## src/hw/rtl/poq_pkg.sv

```systemverilog
// Shared types and codes for the priority order queue.
package poq_pkg;

  typedef enum logic [2:0] {
    FN_APPEND    = 3'd0,
    FN_REPLACE   = 3'd1,
    FN_INTERRUPT = 3'd2,
    FN_COMPLETE  = 3'd3,
    FN_FAIL      = 3'd4,
    FN_CANCEL    = 3'd5,
    FN_TICK      = 3'd6,
    FN_CLEAR     = 3'd7
  } func_t;

  localparam logic [2:0] ST_QUEUED    = 3'd0;
  localparam logic [2:0] ST_ACTIVE    = 3'd1;
  localparam logic [2:0] ST_COMPLETED = 3'd2;
  localparam logic [2:0] ST_FAILED    = 3'd3;
  localparam logic [2:0] ST_CANCELLED = 3'd4;

  localparam logic [3:0] RSN_NONE        = 4'd0;
  localparam logic [3:0] RSN_REPLACED    = 4'd1;
  localparam logic [3:0] RSN_INTERRUPTED = 4'd2;
  localparam logic [3:0] RSN_TIMEOUT     = 4'd3;

  localparam logic [1:0] STS_OK       = 2'd0;
  localparam logic [1:0] STS_REJECTED = 2'd1;
  localparam logic [1:0] STS_FULL     = 2'd2;

  localparam logic REC_ACK   = 1'b0;
  localparam logic REC_EVENT = 1'b1;

  typedef struct packed {
    logic [2:0]         func;
    logic [7:0]         kind_code;
    logic signed [15:0] priority_req;
    logic [15:0]        timeout_ticks;
    logic [31:0]        order_id;
    logic [3:0]         reason_code;
    logic [7:0]         tick_count;
  } cmd_t;

  typedef struct packed {
    logic        record_type;
    logic [1:0]  status;
    logic [31:0] result_id;
    logic [7:0]  event_kind;
    logic [2:0]  from_state;
    logic [2:0]  to_state;
    logic [3:0]  event_reason;
    logic [31:0] sequence_res;
    logic        last;
  } rec_t;

  typedef struct packed {
    logic [31:0]        id;
    logic [7:0]         kind;
    logic signed [15:0] prio;
    logic [15:0]        tmo;
  } entry_t;

endpackage

```

## src/hw/rtl/poq_ram.sv

```systemverilog
// Generic simple dual-port RAM with registered read data.
module poq_ram #(
  parameter int WIDTH = 8,
  parameter int DEPTH = 16
) (
  input  logic                     clk,
  input  logic                     we,
  input  logic [$clog2(DEPTH)-1:0] waddr,
  input  logic [WIDTH-1:0]         wdata,
  input  logic                     re,
  input  logic [$clog2(DEPTH)-1:0] raddr,
  output logic [WIDTH-1:0]         rdata
);

  logic [WIDTH-1:0] mem [DEPTH];

  always_ff @(posedge clk) begin
    if (we) begin
      mem[waddr] <= wdata;
    end
    if (re) begin
      rdata <= mem[raddr];
    end
  end

endmodule

```

## src/hw/rtl/priority_order_queue_unit.sv

```systemverilog
// Top level of the priority order queue: command sequencer around the wait-queue RAM.
// A command that only acknowledges produces just its ack record; each event comes before it.
// Walking the queue (replace, cancel search, insertion, removal after activation)
// takes a read state and a follow-up state per entry, as the single queue RAM has registered read data.
// Commands are taken one at a time; the next is accepted while the final ack waits.
// Synchronous reset empties the queue and active slot and sets ids and sequence to one.
module priority_order_queue_unit #(
  parameter int QUEUE_DEPTH = 16
) (
  input  logic            clk,
  input  logic            rst,
  input  logic            cmd_valid,
  output logic            cmd_ready,
  input  poq_pkg::cmd_t   cmd,
  output logic            rec_valid,
  input  logic            rec_ready,
  output poq_pkg::rec_t   rec
);

  localparam int CW = $clog2(QUEUE_DEPTH + 1);
  localparam int AW = $clog2(QUEUE_DEPTH);
  localparam int EW = $bits(poq_pkg::entry_t);

  typedef enum logic [4:0] {
    S_IDLE, S_EMIT_END, S_REP_RD, S_REP_EMIT, S_CR_Q, S_CR_A, S_INS_RD, S_INS_CHK,
    S_ACT_RD, S_ACT_DAT, S_SH_RD, S_SH_WR, S_ACT_EMIT, S_SR_RD, S_SR_CHK, S_CAN_EMIT,
    S_ACK
  } state_t;

  typedef enum logic [1:0] {AE_REPLACE, AE_CREATE, AE_ACTIVATE} after_t;

  state_t             st;
  after_t             after_end;
  logic               ret_cancel;
  logic               cr_now;
  poq_pkg::cmd_t      cur;
  logic [CW-1:0]      count;
  logic [CW-1:0]      idx;
  logic               active_valid;
  logic [31:0]        active_id;
  logic [7:0]         active_kind;
  logic signed [15:0] active_priority;
  logic [15:0]        active_timeout;
  logic [15:0]        active_elapsed;
  logic [31:0]        next_id;
  logic [31:0]        next_seq;
  logic [31:0]        new_id;
  logic [1:0]         ack_status;
  logic [31:0]        ack_id;
  logic [2:0]         end_to;
  logic [3:0]         end_reason;
  logic [7:0]         cancel_kind;

  state_t             st_next;
  after_t             after_end_next;
  logic               cr_now_next;
  logic [1:0]         ack_status_next;
  logic [31:0]        ack_id_next;
  logic [2:0]         end_to_next;
  logic [3:0]         end_reason_next;

  logic               ram_we;
  logic [AW-1:0]      ram_waddr;
  poq_pkg::entry_t    ram_wdata;
  logic               ram_re;
  logic [AW-1:0]      ram_raddr;
  logic [EW-1:0]      ram_rbits;
  poq_pkg::entry_t    rd;
  poq_pkg::entry_t    new_entry;
  logic               can_emit;
  logic               rec_load;
  logic [CW-1:0]      idx_inc;
  logic [CW-1:0]      idx_dec;
  logic [16:0]        tick_sum;
  logic [15:0]        tick_sat;

  assign rd        = poq_pkg::entry_t'(ram_rbits);
  assign cmd_ready = (st == S_IDLE);
  assign can_emit  = !rec_valid || rec_ready;
  assign rec_load  = can_emit && (st inside {S_EMIT_END, S_REP_EMIT, S_CR_Q, S_CR_A,
                                             S_ACT_EMIT, S_CAN_EMIT, S_ACK});
  assign idx_inc   = idx + CW'(1);
  assign idx_dec   = idx - CW'(1);
  assign tick_sum  = {1'b0, active_elapsed} + {9'd0, cmd.tick_count};
  assign tick_sat  = tick_sum[16] ? 16'hFFFF : tick_sum[15:0];

  always_comb begin
    new_entry.id   = new_id;
    new_entry.kind = cur.kind_code;
    new_entry.prio = cur.priority_req;
    new_entry.tmo  = cur.timeout_ticks;
  end

  always_comb begin
    st_next         = S_ACK;
    ack_status_next = poq_pkg::STS_OK;
    ack_id_next     = 32'd0;
    cr_now_next     = 1'b1;
    end_to_next     = end_to;
    end_reason_next = end_reason;
    after_end_next  = after_end;
    case (poq_pkg::func_t'(cmd.func))
      poq_pkg::FN_APPEND: begin
        if (cmd.kind_code == 8'd0) begin
          ack_status_next = poq_pkg::STS_REJECTED;
        end else if (active_valid && count >= CW'(QUEUE_DEPTH)) begin
          ack_status_next = poq_pkg::STS_FULL;
        end else begin
          cr_now_next = !active_valid;
          st_next     = S_CR_Q;
        end
      end
      poq_pkg::FN_REPLACE: begin
        if (cmd.kind_code == 8'd0) begin
          ack_status_next = poq_pkg::STS_REJECTED;
        end else if (active_valid) begin
          end_to_next     = poq_pkg::ST_CANCELLED;
          end_reason_next = poq_pkg::RSN_REPLACED;
          after_end_next  = AE_REPLACE;
          st_next         = S_EMIT_END;
        end else begin
          st_next = S_REP_RD;
        end
      end
      poq_pkg::FN_INTERRUPT: begin
        if (cmd.kind_code == 8'd0 ||
            (active_valid && cmd.priority_req < active_priority)) begin
          ack_status_next = poq_pkg::STS_REJECTED;
        end else if (active_valid) begin
          end_to_next     = poq_pkg::ST_CANCELLED;
          end_reason_next = poq_pkg::RSN_INTERRUPTED;
          after_end_next  = AE_CREATE;
          st_next         = S_EMIT_END;
        end else begin
          st_next = S_CR_Q;
        end
      end
      poq_pkg::FN_COMPLETE, poq_pkg::FN_FAIL: begin
        ack_id_next = cmd.order_id;
        if (active_valid && active_id == cmd.order_id) begin
          if (cmd.func == poq_pkg::FN_COMPLETE) begin
            end_to_next     = poq_pkg::ST_COMPLETED;
            end_reason_next = poq_pkg::RSN_NONE;
          end else begin
            end_to_next     = poq_pkg::ST_FAILED;
            end_reason_next = cmd.reason_code;
          end
          after_end_next = AE_ACTIVATE;
          st_next        = S_EMIT_END;
        end else begin
          ack_status_next = poq_pkg::STS_REJECTED;
        end
      end
      poq_pkg::FN_CANCEL: begin
        ack_id_next = cmd.order_id;
        if (active_valid && active_id == cmd.order_id) begin
          end_to_next     = poq_pkg::ST_CANCELLED;
          end_reason_next = cmd.reason_code;
          after_end_next  = AE_ACTIVATE;
          st_next         = S_EMIT_END;
        end else begin
          st_next = S_SR_RD;
        end
      end
      poq_pkg::FN_TICK: begin
        if (active_valid && cmd.tick_count != 8'd0 && active_timeout != 16'd0 &&
            tick_sat >= active_timeout) begin
          end_to_next     = poq_pkg::ST_FAILED;
          end_reason_next = poq_pkg::RSN_TIMEOUT;
          after_end_next  = AE_ACTIVATE;
          st_next         = S_EMIT_END;
        end
      end
      default: begin
      end
    endcase
  end

  always_comb begin
    ram_re    = 1'b0;
    ram_raddr = idx[AW-1:0];
    ram_we    = 1'b0;
    ram_waddr = idx[AW-1:0];
    ram_wdata = rd;
    case (st)
      S_REP_RD, S_SR_RD: begin
        ram_re = (idx != count);
      end
      S_INS_RD: begin
        ram_re    = (idx != '0);
        ram_raddr = idx_dec[AW-1:0];
      end
      S_ACT_RD: begin
        ram_re    = 1'b1;
        ram_raddr = '0;
      end
      S_SH_RD: begin
        ram_re    = (idx_inc < count);
        ram_raddr = idx_inc[AW-1:0];
      end
      S_SH_WR: begin
        ram_we = 1'b1;
      end
      S_INS_CHK: begin
        ram_we = 1'b1;
        if (idx == '0 || rd.prio >= cur.priority_req) begin
          ram_wdata = new_entry;
        end
      end
      default: begin
      end
    endcase
  end

  poq_ram #(
    .WIDTH(EW),
    .DEPTH(QUEUE_DEPTH)
  ) u_wait_ram (
    .clk  (clk),
    .we   (ram_we),
    .waddr(ram_waddr),
    .wdata(ram_wdata),
    .re   (ram_re),
    .raddr(ram_raddr),
    .rdata(ram_rbits)
  );

  function automatic poq_pkg::rec_t make_event(logic [31:0] id, logic [7:0] kind,
                                               logic [2:0] from, logic [2:0] to,
                                               logic [3:0] reason, logic [31:0] seq);
    poq_pkg::rec_t r;
    r.record_type  = poq_pkg::REC_EVENT;
    r.status       = poq_pkg::STS_OK;
    r.result_id    = id;
    r.event_kind   = kind;
    r.from_state   = from;
    r.to_state     = to;
    r.event_reason = reason;
    r.sequence_res = seq;
    r.last         = 1'b0;
    return r;
  endfunction

  always_ff @(posedge clk) begin
    if (rst) begin
      st           <= S_IDLE;
      count        <= '0;
      idx          <= '0;
      active_valid <= 1'b0;
      next_id      <= 32'd1;
      next_seq     <= 32'd1;
      rec_valid    <= 1'b0;
    end else begin
      rec_valid <= rec_load || (rec_valid && !rec_ready);
      case (st)
        S_IDLE: begin
          if (cmd_valid) begin
            cur        <= cmd;
            idx        <= '0;
            ack_status <= ack_status_next;
            ack_id     <= ack_id_next;
            cr_now     <= cr_now_next;
            end_to     <= end_to_next;
            end_reason <= end_reason_next;
            after_end  <= after_end_next;
            st         <= st_next;
            case (poq_pkg::func_t'(cmd.func))
              poq_pkg::FN_TICK: begin
                if (active_valid && cmd.tick_count != 8'd0) begin
                  active_elapsed <= tick_sat;
                end
              end
              poq_pkg::FN_CLEAR: begin
                count           <= '0;
                active_valid    <= 1'b0;
                active_id       <= 32'd0;
                active_kind     <= 8'd0;
                active_priority <= 16'sd0;
                active_timeout  <= 16'd0;
                active_elapsed  <= 16'd0;
                next_id         <= 32'd1;
                next_seq        <= 32'd1;
              end
              default: begin
              end
            endcase
          end
        end
        S_EMIT_END: begin
          if (can_emit) begin
            rec          <= make_event(active_id, active_kind, poq_pkg::ST_ACTIVE, end_to,
                                       end_reason, next_seq);
            next_seq     <= next_seq + 32'd1;
            active_valid <= 1'b0;
            case (after_end)
              AE_REPLACE:  st <= S_REP_RD;
              AE_CREATE:   st <= S_CR_Q;
              default:     st <= (count == '0) ? S_ACK : S_ACT_RD;
            endcase
          end
        end
        S_REP_RD: begin
          if (idx == count) begin
            count <= '0;
            st    <= S_CR_Q;
          end else begin
            st <= S_REP_EMIT;
          end
        end
        S_REP_EMIT: begin
          if (can_emit) begin
            rec       <= make_event(rd.id, rd.kind, poq_pkg::ST_QUEUED, poq_pkg::ST_CANCELLED,
                                    poq_pkg::RSN_REPLACED, next_seq);
            next_seq  <= next_seq + 32'd1;
            idx       <= idx_inc;
            st        <= S_REP_RD;
          end
        end
        S_CR_Q: begin
          if (can_emit) begin
            rec       <= make_event(next_id, cur.kind_code, poq_pkg::ST_QUEUED,
                                    poq_pkg::ST_QUEUED, poq_pkg::RSN_NONE, next_seq);
            next_seq  <= next_seq + 32'd1;
            new_id    <= next_id;
            ack_id    <= next_id;
            next_id   <= next_id + 32'd1;
            idx       <= count;
            st        <= cr_now ? S_CR_A : S_INS_RD;
          end
        end
        S_CR_A: begin
          if (can_emit) begin
            rec             <= make_event(new_id, cur.kind_code, poq_pkg::ST_QUEUED,
                                          poq_pkg::ST_ACTIVE, poq_pkg::RSN_NONE, next_seq);
            next_seq        <= next_seq + 32'd1;
            active_valid    <= 1'b1;
            active_id       <= new_id;
            active_kind     <= cur.kind_code;
            active_priority <= cur.priority_req;
            active_timeout  <= cur.timeout_ticks;
            active_elapsed  <= 16'd0;
            st              <= S_ACK;
          end
        end
        S_INS_RD: begin
          st <= S_INS_CHK;
        end
        S_INS_CHK: begin
          if (idx == '0 || rd.prio >= cur.priority_req) begin
            count <= count + CW'(1);
            st    <= S_ACK;
          end else begin
            idx <= idx_dec;
            st  <= S_INS_RD;
          end
        end
        S_ACT_RD: begin
          st <= S_ACT_DAT;
        end
        S_ACT_DAT: begin
          active_valid    <= 1'b1;
          active_id       <= rd.id;
          active_kind     <= rd.kind;
          active_priority <= rd.prio;
          active_timeout  <= rd.tmo;
          active_elapsed  <= 16'd0;
          idx             <= '0;
          ret_cancel      <= 1'b0;
          st              <= S_SH_RD;
        end
        S_SH_RD: begin
          if (idx_inc < count) begin
            st <= S_SH_WR;
          end else begin
            count <= count - CW'(1);
            st    <= ret_cancel ? S_CAN_EMIT : S_ACT_EMIT;
          end
        end
        S_SH_WR: begin
          idx <= idx_inc;
          st  <= S_SH_RD;
        end
        S_ACT_EMIT: begin
          if (can_emit) begin
            rec       <= make_event(active_id, active_kind, poq_pkg::ST_QUEUED,
                                    poq_pkg::ST_ACTIVE, poq_pkg::RSN_NONE, next_seq);
            next_seq  <= next_seq + 32'd1;
            st        <= S_ACK;
          end
        end
        S_SR_RD: begin
          if (idx == count) begin
            ack_status <= poq_pkg::STS_REJECTED;
            st         <= S_ACK;
          end else begin
            st <= S_SR_CHK;
          end
        end
        S_SR_CHK: begin
          if (rd.id == cur.order_id) begin
            cancel_kind <= rd.kind;
            ret_cancel  <= 1'b1;
            st          <= S_SH_RD;
          end else begin
            idx <= idx_inc;
            st  <= S_SR_RD;
          end
        end
        S_CAN_EMIT: begin
          if (can_emit) begin
            rec       <= make_event(cur.order_id, cancel_kind, poq_pkg::ST_QUEUED,
                                    poq_pkg::ST_CANCELLED, cur.reason_code, next_seq);
            next_seq  <= next_seq + 32'd1;
            st        <= S_ACK;
          end
        end
        S_ACK: begin
          if (can_emit) begin
            rec.record_type  <= poq_pkg::REC_ACK;
            rec.status       <= ack_status;
            rec.result_id    <= ack_id;
            rec.event_kind   <= 8'd0;
            rec.from_state   <= poq_pkg::ST_QUEUED;
            rec.to_state     <= poq_pkg::ST_QUEUED;
            rec.event_reason <= poq_pkg::RSN_NONE;
            rec.sequence_res <= 32'd0;
            rec.last         <= 1'b1;
            st               <= S_IDLE;
          end
        end
        default: begin
          st <= S_IDLE;
        end
      endcase
    end
  end

  a_count_bound: assert property (@(posedge clk) disable iff (rst)
    count <= CW'(QUEUE_DEPTH))
    else $error("wait count above queue depth");

  a_idle_empty: assert property (@(posedge clk) disable iff (rst)
    (st == S_IDLE && !active_valid) |-> count == '0)
    else $error("queued orders with no active order");

  a_busy_after_transfer: assert property (@(posedge clk) disable iff (rst)
    (cmd_valid && cmd_ready) |=> st != S_IDLE)
    else $error("command transfer produced no work");

endmodule
```

## config.mk

```make
export PLATFORM = sky130hd
export DESIGN_NAME = priority_order_queue_unit
export DESIGN_NICKNAME = d
export VERILOG_FILES = /design/src/hw/rtl/poq_pkg.sv /design/src/hw/rtl/poq_ram.sv /design/src/hw/rtl/priority_order_queue_unit.sv
export SDC_FILE = /design/constraint.sdc
export NUM_CORES = 2
export LEC_CHECK = 0
export ABC_AREA = 1
export ABC_CLOCK_PERIOD_IN_PS = 24200
export BUFFER_PORTS_ARGS = -buffer_cell sky130_fd_sc_hd__buf_4
export CORE_MARGIN = 4
export CORE_UTILIZATION = 54
export CTS_BUF_LIST = sky130_fd_sc_hd__clkbuf_2 sky130_fd_sc_hd__clkbuf_4 sky130_fd_sc_hd__clkbuf_8
export DETAILED_ROUTE_END_ITERATION = 10
export HOLD_SLACK_MARGIN = 0.1
export PLACE_DENSITY = 0.69
export SLEW_MARGIN = 25
export SYNTH_ARGS = -nofsm -noshare
export SYNTH_HDL_FRONTEND = slang
export SYNTH_SLANG_ARGS = --single-unit
```

## constraint.sdc

```tcl
create_clock -name clk -period 24.2 [get_ports clk]
set_clock_uncertainty 0.15 [all_clocks]
set_input_delay 3.63 -clock clk [delete_from_list [all_inputs] [get_ports clk]]
set_output_delay 3.63 -clock clk [all_outputs]
set_load 0.05 [all_outputs]
```

==> key figures <==
Routing
  • DR vias/cell: 5.98
  • DR vias: 49,000
  • DRT antenna net count: 0
  • WL final: 194 mm
  • First-pass DRT Iterations: 5
  • WL/cell: approximately 24 microns
  • # DRC: 0
  • 1st-iter DRT viols: 6,255

Global route
  • First-pass GRT wire length: 287 mm
  • Total global-route track usage: 0.279
  • Largest net degree at the start of global routing: 301
  • Total grt overflow: 0
  • Vias in the first global route: 46,000
  • Initial antenna violation count: 7

Clock network
  • CTS tree: done
  • H-tree depth: 5
  • Num CTS Buffers: 282
  • Hold_buf cts: 0
  • CTS sink count: 1,638
  • Post_cts resized: 0
  • Clk slew on worst S/H paths: 60 ps
  • CTS max path bufs: 4
  • Root Buffer: clkbuf_8
  • Postcts setup bufs: 0
  • Clock latency on the worst-skew pair: 1000 ps

Hold path
  • Hold Path Depth: 0
  • Hold Path Class: flip-flop to flip-flop
  • Hold path start: u_wait_ram.rdata[35]
  • Hold endpoint: cancel_kind[3]

Floorplan
  • I/O Pins: 179
  • Standard-cell row count: 132
  • Die area: 136,000 sq um
  • Die extent in x: 369 microns
  • Starting Density: 0.544
  • Chip Height: 369 microns
  • Core Box Area: 130,000 sq um

Synth
  • Synth cell types: around 60
  • Register area share after synthesis: 0.686
  • Synth area leader: edfxtp_1
  • Synth top area share: 0.663
  • Ys flop type: edfxtp_1
  • Synth warnings: 0
  • Area contributors post-synth: edfxtp_1 (66%), o21ai_0 (5.4%), a21oi_1 (5.1%)
  • Post-synth EDFFs: 1,557
  • Synthesized instance count: 6,027
  • #FFs+latches synth: 1,638
  • Syn Area/Cell: 11.7 sq um
  • Async S/R FF share, synth: 0
  • Cell Area, Synth: 70,500 sq um

Layout
  • Fillers: 10,200
  • Final Cell Area: 78,900 sq um
  • Non-filler cells, final: 8,191
  • Number of nets in the layout: 6,427
  • Layout cells sized above 1: 0.130
  • Most frequent cells in the layout: edfxtp_1 (1,557), o21ai_0 (763), a21oi_1 (710), nand2_1 (658), inv_1 (624)
  • Commonest non-fill, non-tap cell in the layout: edfxtp_1
  • Area Overhead vs Synth: 12.0%

Pwr
  • Leakage: 27.9 nW
  • Max rail drop VDD: 0.0595 mV
  • Power Total: 8.43 mW
  • Pwr dens: 107 nW/um^2

Setup path
  • Worst Reg-to-Reg Cells: 11
  • RR Endpoint: u_wait_ram.rdata[62]
  • CP Class: input port to flip-flop
  • Worst EP required: 24,690 ps
  • Crit-path max FO: 22
  • Worst r2r src: idx[0]
  • Reg2Reg Setup Slack: 18,400 ps
  • Startpoint Class: input port
  • Crit end category: flip-flop
  • Worst path arrival time: 7950 ps

STA
  • Setup TNS: 0 ps
  • Max Freq: between 100 and 150 MHz
  • Final Hold Viols: 0
  • Final worst path period share: 0.308
  • Slew HR: 0.235
  • Setup violators final: 0
  • Worst setup margin: 16,740 ps
  • Worst Tran Pin Value: approximately 1100 ps
  • Count of final max-slew check failures: 0
  • RSZ-0062 raised after global routing: false
  • Post-layout min period: 7460 ps

Placed design
  • Hpwl dp: 110 mm
  • Area post-placement: 73,700 sq um
  • IO Port Bufs: 176
  • Gpl congestion: 0.950
  • Dpl ws: 15,660 ps
  • Dpl cells: ~7,700

Flow run
  • Max_cap viols: 0

Run status
  • Status: complete, no violations
-- stage by stage --
| stage | utilization | hold WS (ps) |
|---|---|---|
| after floorplan | - | 256 |
| after global placement | 0.569 | 284 |
| after detailed placement | 0.569 | 286 |
| after CTS | 0.608 | 302 |
| after global routing | 0.609 | 328 |
| final | 0.609 | 303 |
-- routing by layer --
layer | share of wire | routed length, microns | track usage | vias to the layer above
met5 | 0 | 0 | 0 | -
met4 | 0.036 | 7040 | 0.108 | 0
met3 | 0.11 | 20900 | 0.0539 | 480
met2 | 0.46 | 88300 | 0.432 | 2632
met1 | 0.40 | 77800 | 0.393 | 23500
li1 | - | - | - | 22400
-- worst max path at each step --
stage | start | to | depth (start not counted)
floorplan | rec_ready | rec[0] | 4
global placement | cmd[0] | end_reason[1] | 24
detailed placement | cmd[0] | end_reason[0] | 24
CTS | cmd[0] | end_reason[3] | 24
global route | cmd[0] | end_reason[1] | 24
finish | cmd[0] | end_reason[3] | 24
-- final cells by class --
class,count,area (sq um),share of cell area
antenna,6,15.0,0.000190
clock buffer,367,4600,0.0583
clock inverter,96,475,0.00602
inverter,641,2410,0.0305
multi-input combinational,3387,18400,0.233
sequential,1638,48400,0.613
tap,1742,2180,0.0276
timing repair buffer,314,2450,0.0310
-- where the power goes --
group          internal [mW]  total, mW  leakage, nW  switching [mW]
Combinational          0.656       2.41         10.4            1.75
Sequential              3.57       3.69         14.8           0.123
Clock                   1.25       2.32         2.69            1.07
-- synth_stat cells, drive strengths merged, types with 2 or more instances --
| cell | number |
|---|---|
| a21o | 3 |
| nor4 | 21 |
| clkbuf | 213 |
| o221ai | 12 |
| o22ai | 27 |
| o2111ai | 7 |
| buf | 149 |
| dfxtp | 81 |
| o31ai | 16 |
| nand3 | 87 |
| o21ai | 926 |
| ha | 70 |
| a221oi | 31 |
| nand4 | 50 |
| a22o | 3 |
| nand2 | 671 |
| a31oi | 8 |
| fa | 2 |
| edfxtp | 1557 |
| or2 | 12 |
| clkinv | 2 |
| a211oi | 6 |
| xor2 | 22 |
| a21oi | 719 |
| inv | 639 |
| xnor2 | 48 |
| o21a | 4 |
| nor2 | 254 |
| nor3b | 5 |
| nor3 | 56 |
| o211ai | 311 |
| mux2 | 3 |
| nand3b | 3 |
-- worst max-delay path, stage by stage --
cell,delay [ps]
buf_4,110
ha_1,210
fa_1,410
nand3_1,100
nand2_1,110
a21o_1,180
a21o_1,170
nand3_1,70
nand2_1,90
nand2_1,150
nor2_1,100
nand3_1,550
nand3_1,170
ha_1,340
nand2_1,60
inv_1,50
nand3_1,80
nor3_1,250
nand3_1,130
nand3_1,180
nand2_1,70
nand2_1,80
nand4_1,150
nor3_1,480
-- cell families (layout without fill, tap and decap cells) --
logic type,Yosys count,in the layout,synth area share
muxes,3,3,0.000479
xor gates and xnor gates,70,70,0.00870
AOI/OAI and AO/OA,2079,2079,0.164
other,1,8,0.0000532
and+or+nand+nor,1161,1161,0.0708
DFF,1638,1638,0.686
adders and majority gates,72,72,0.0130
buffers and inverters,1003,1418,0.0569
-- state kept, by name, summed over array words and instances, names as in the netlist, 4 cells and up --
name	cells
active_priority	16
rec	84
count	5
idx	5
cancel_kind	8
active_id	32
cur	76
active_kind	8
u_wait_ram.rdata	72
end_reason	4
next_id	32
new_id	32
active_elapsed	16
ack_id	32
u_wait_ram.mem	1152
next_seq	32
active_timeout	16
st	5
Power figures use the tool's default switching activity.
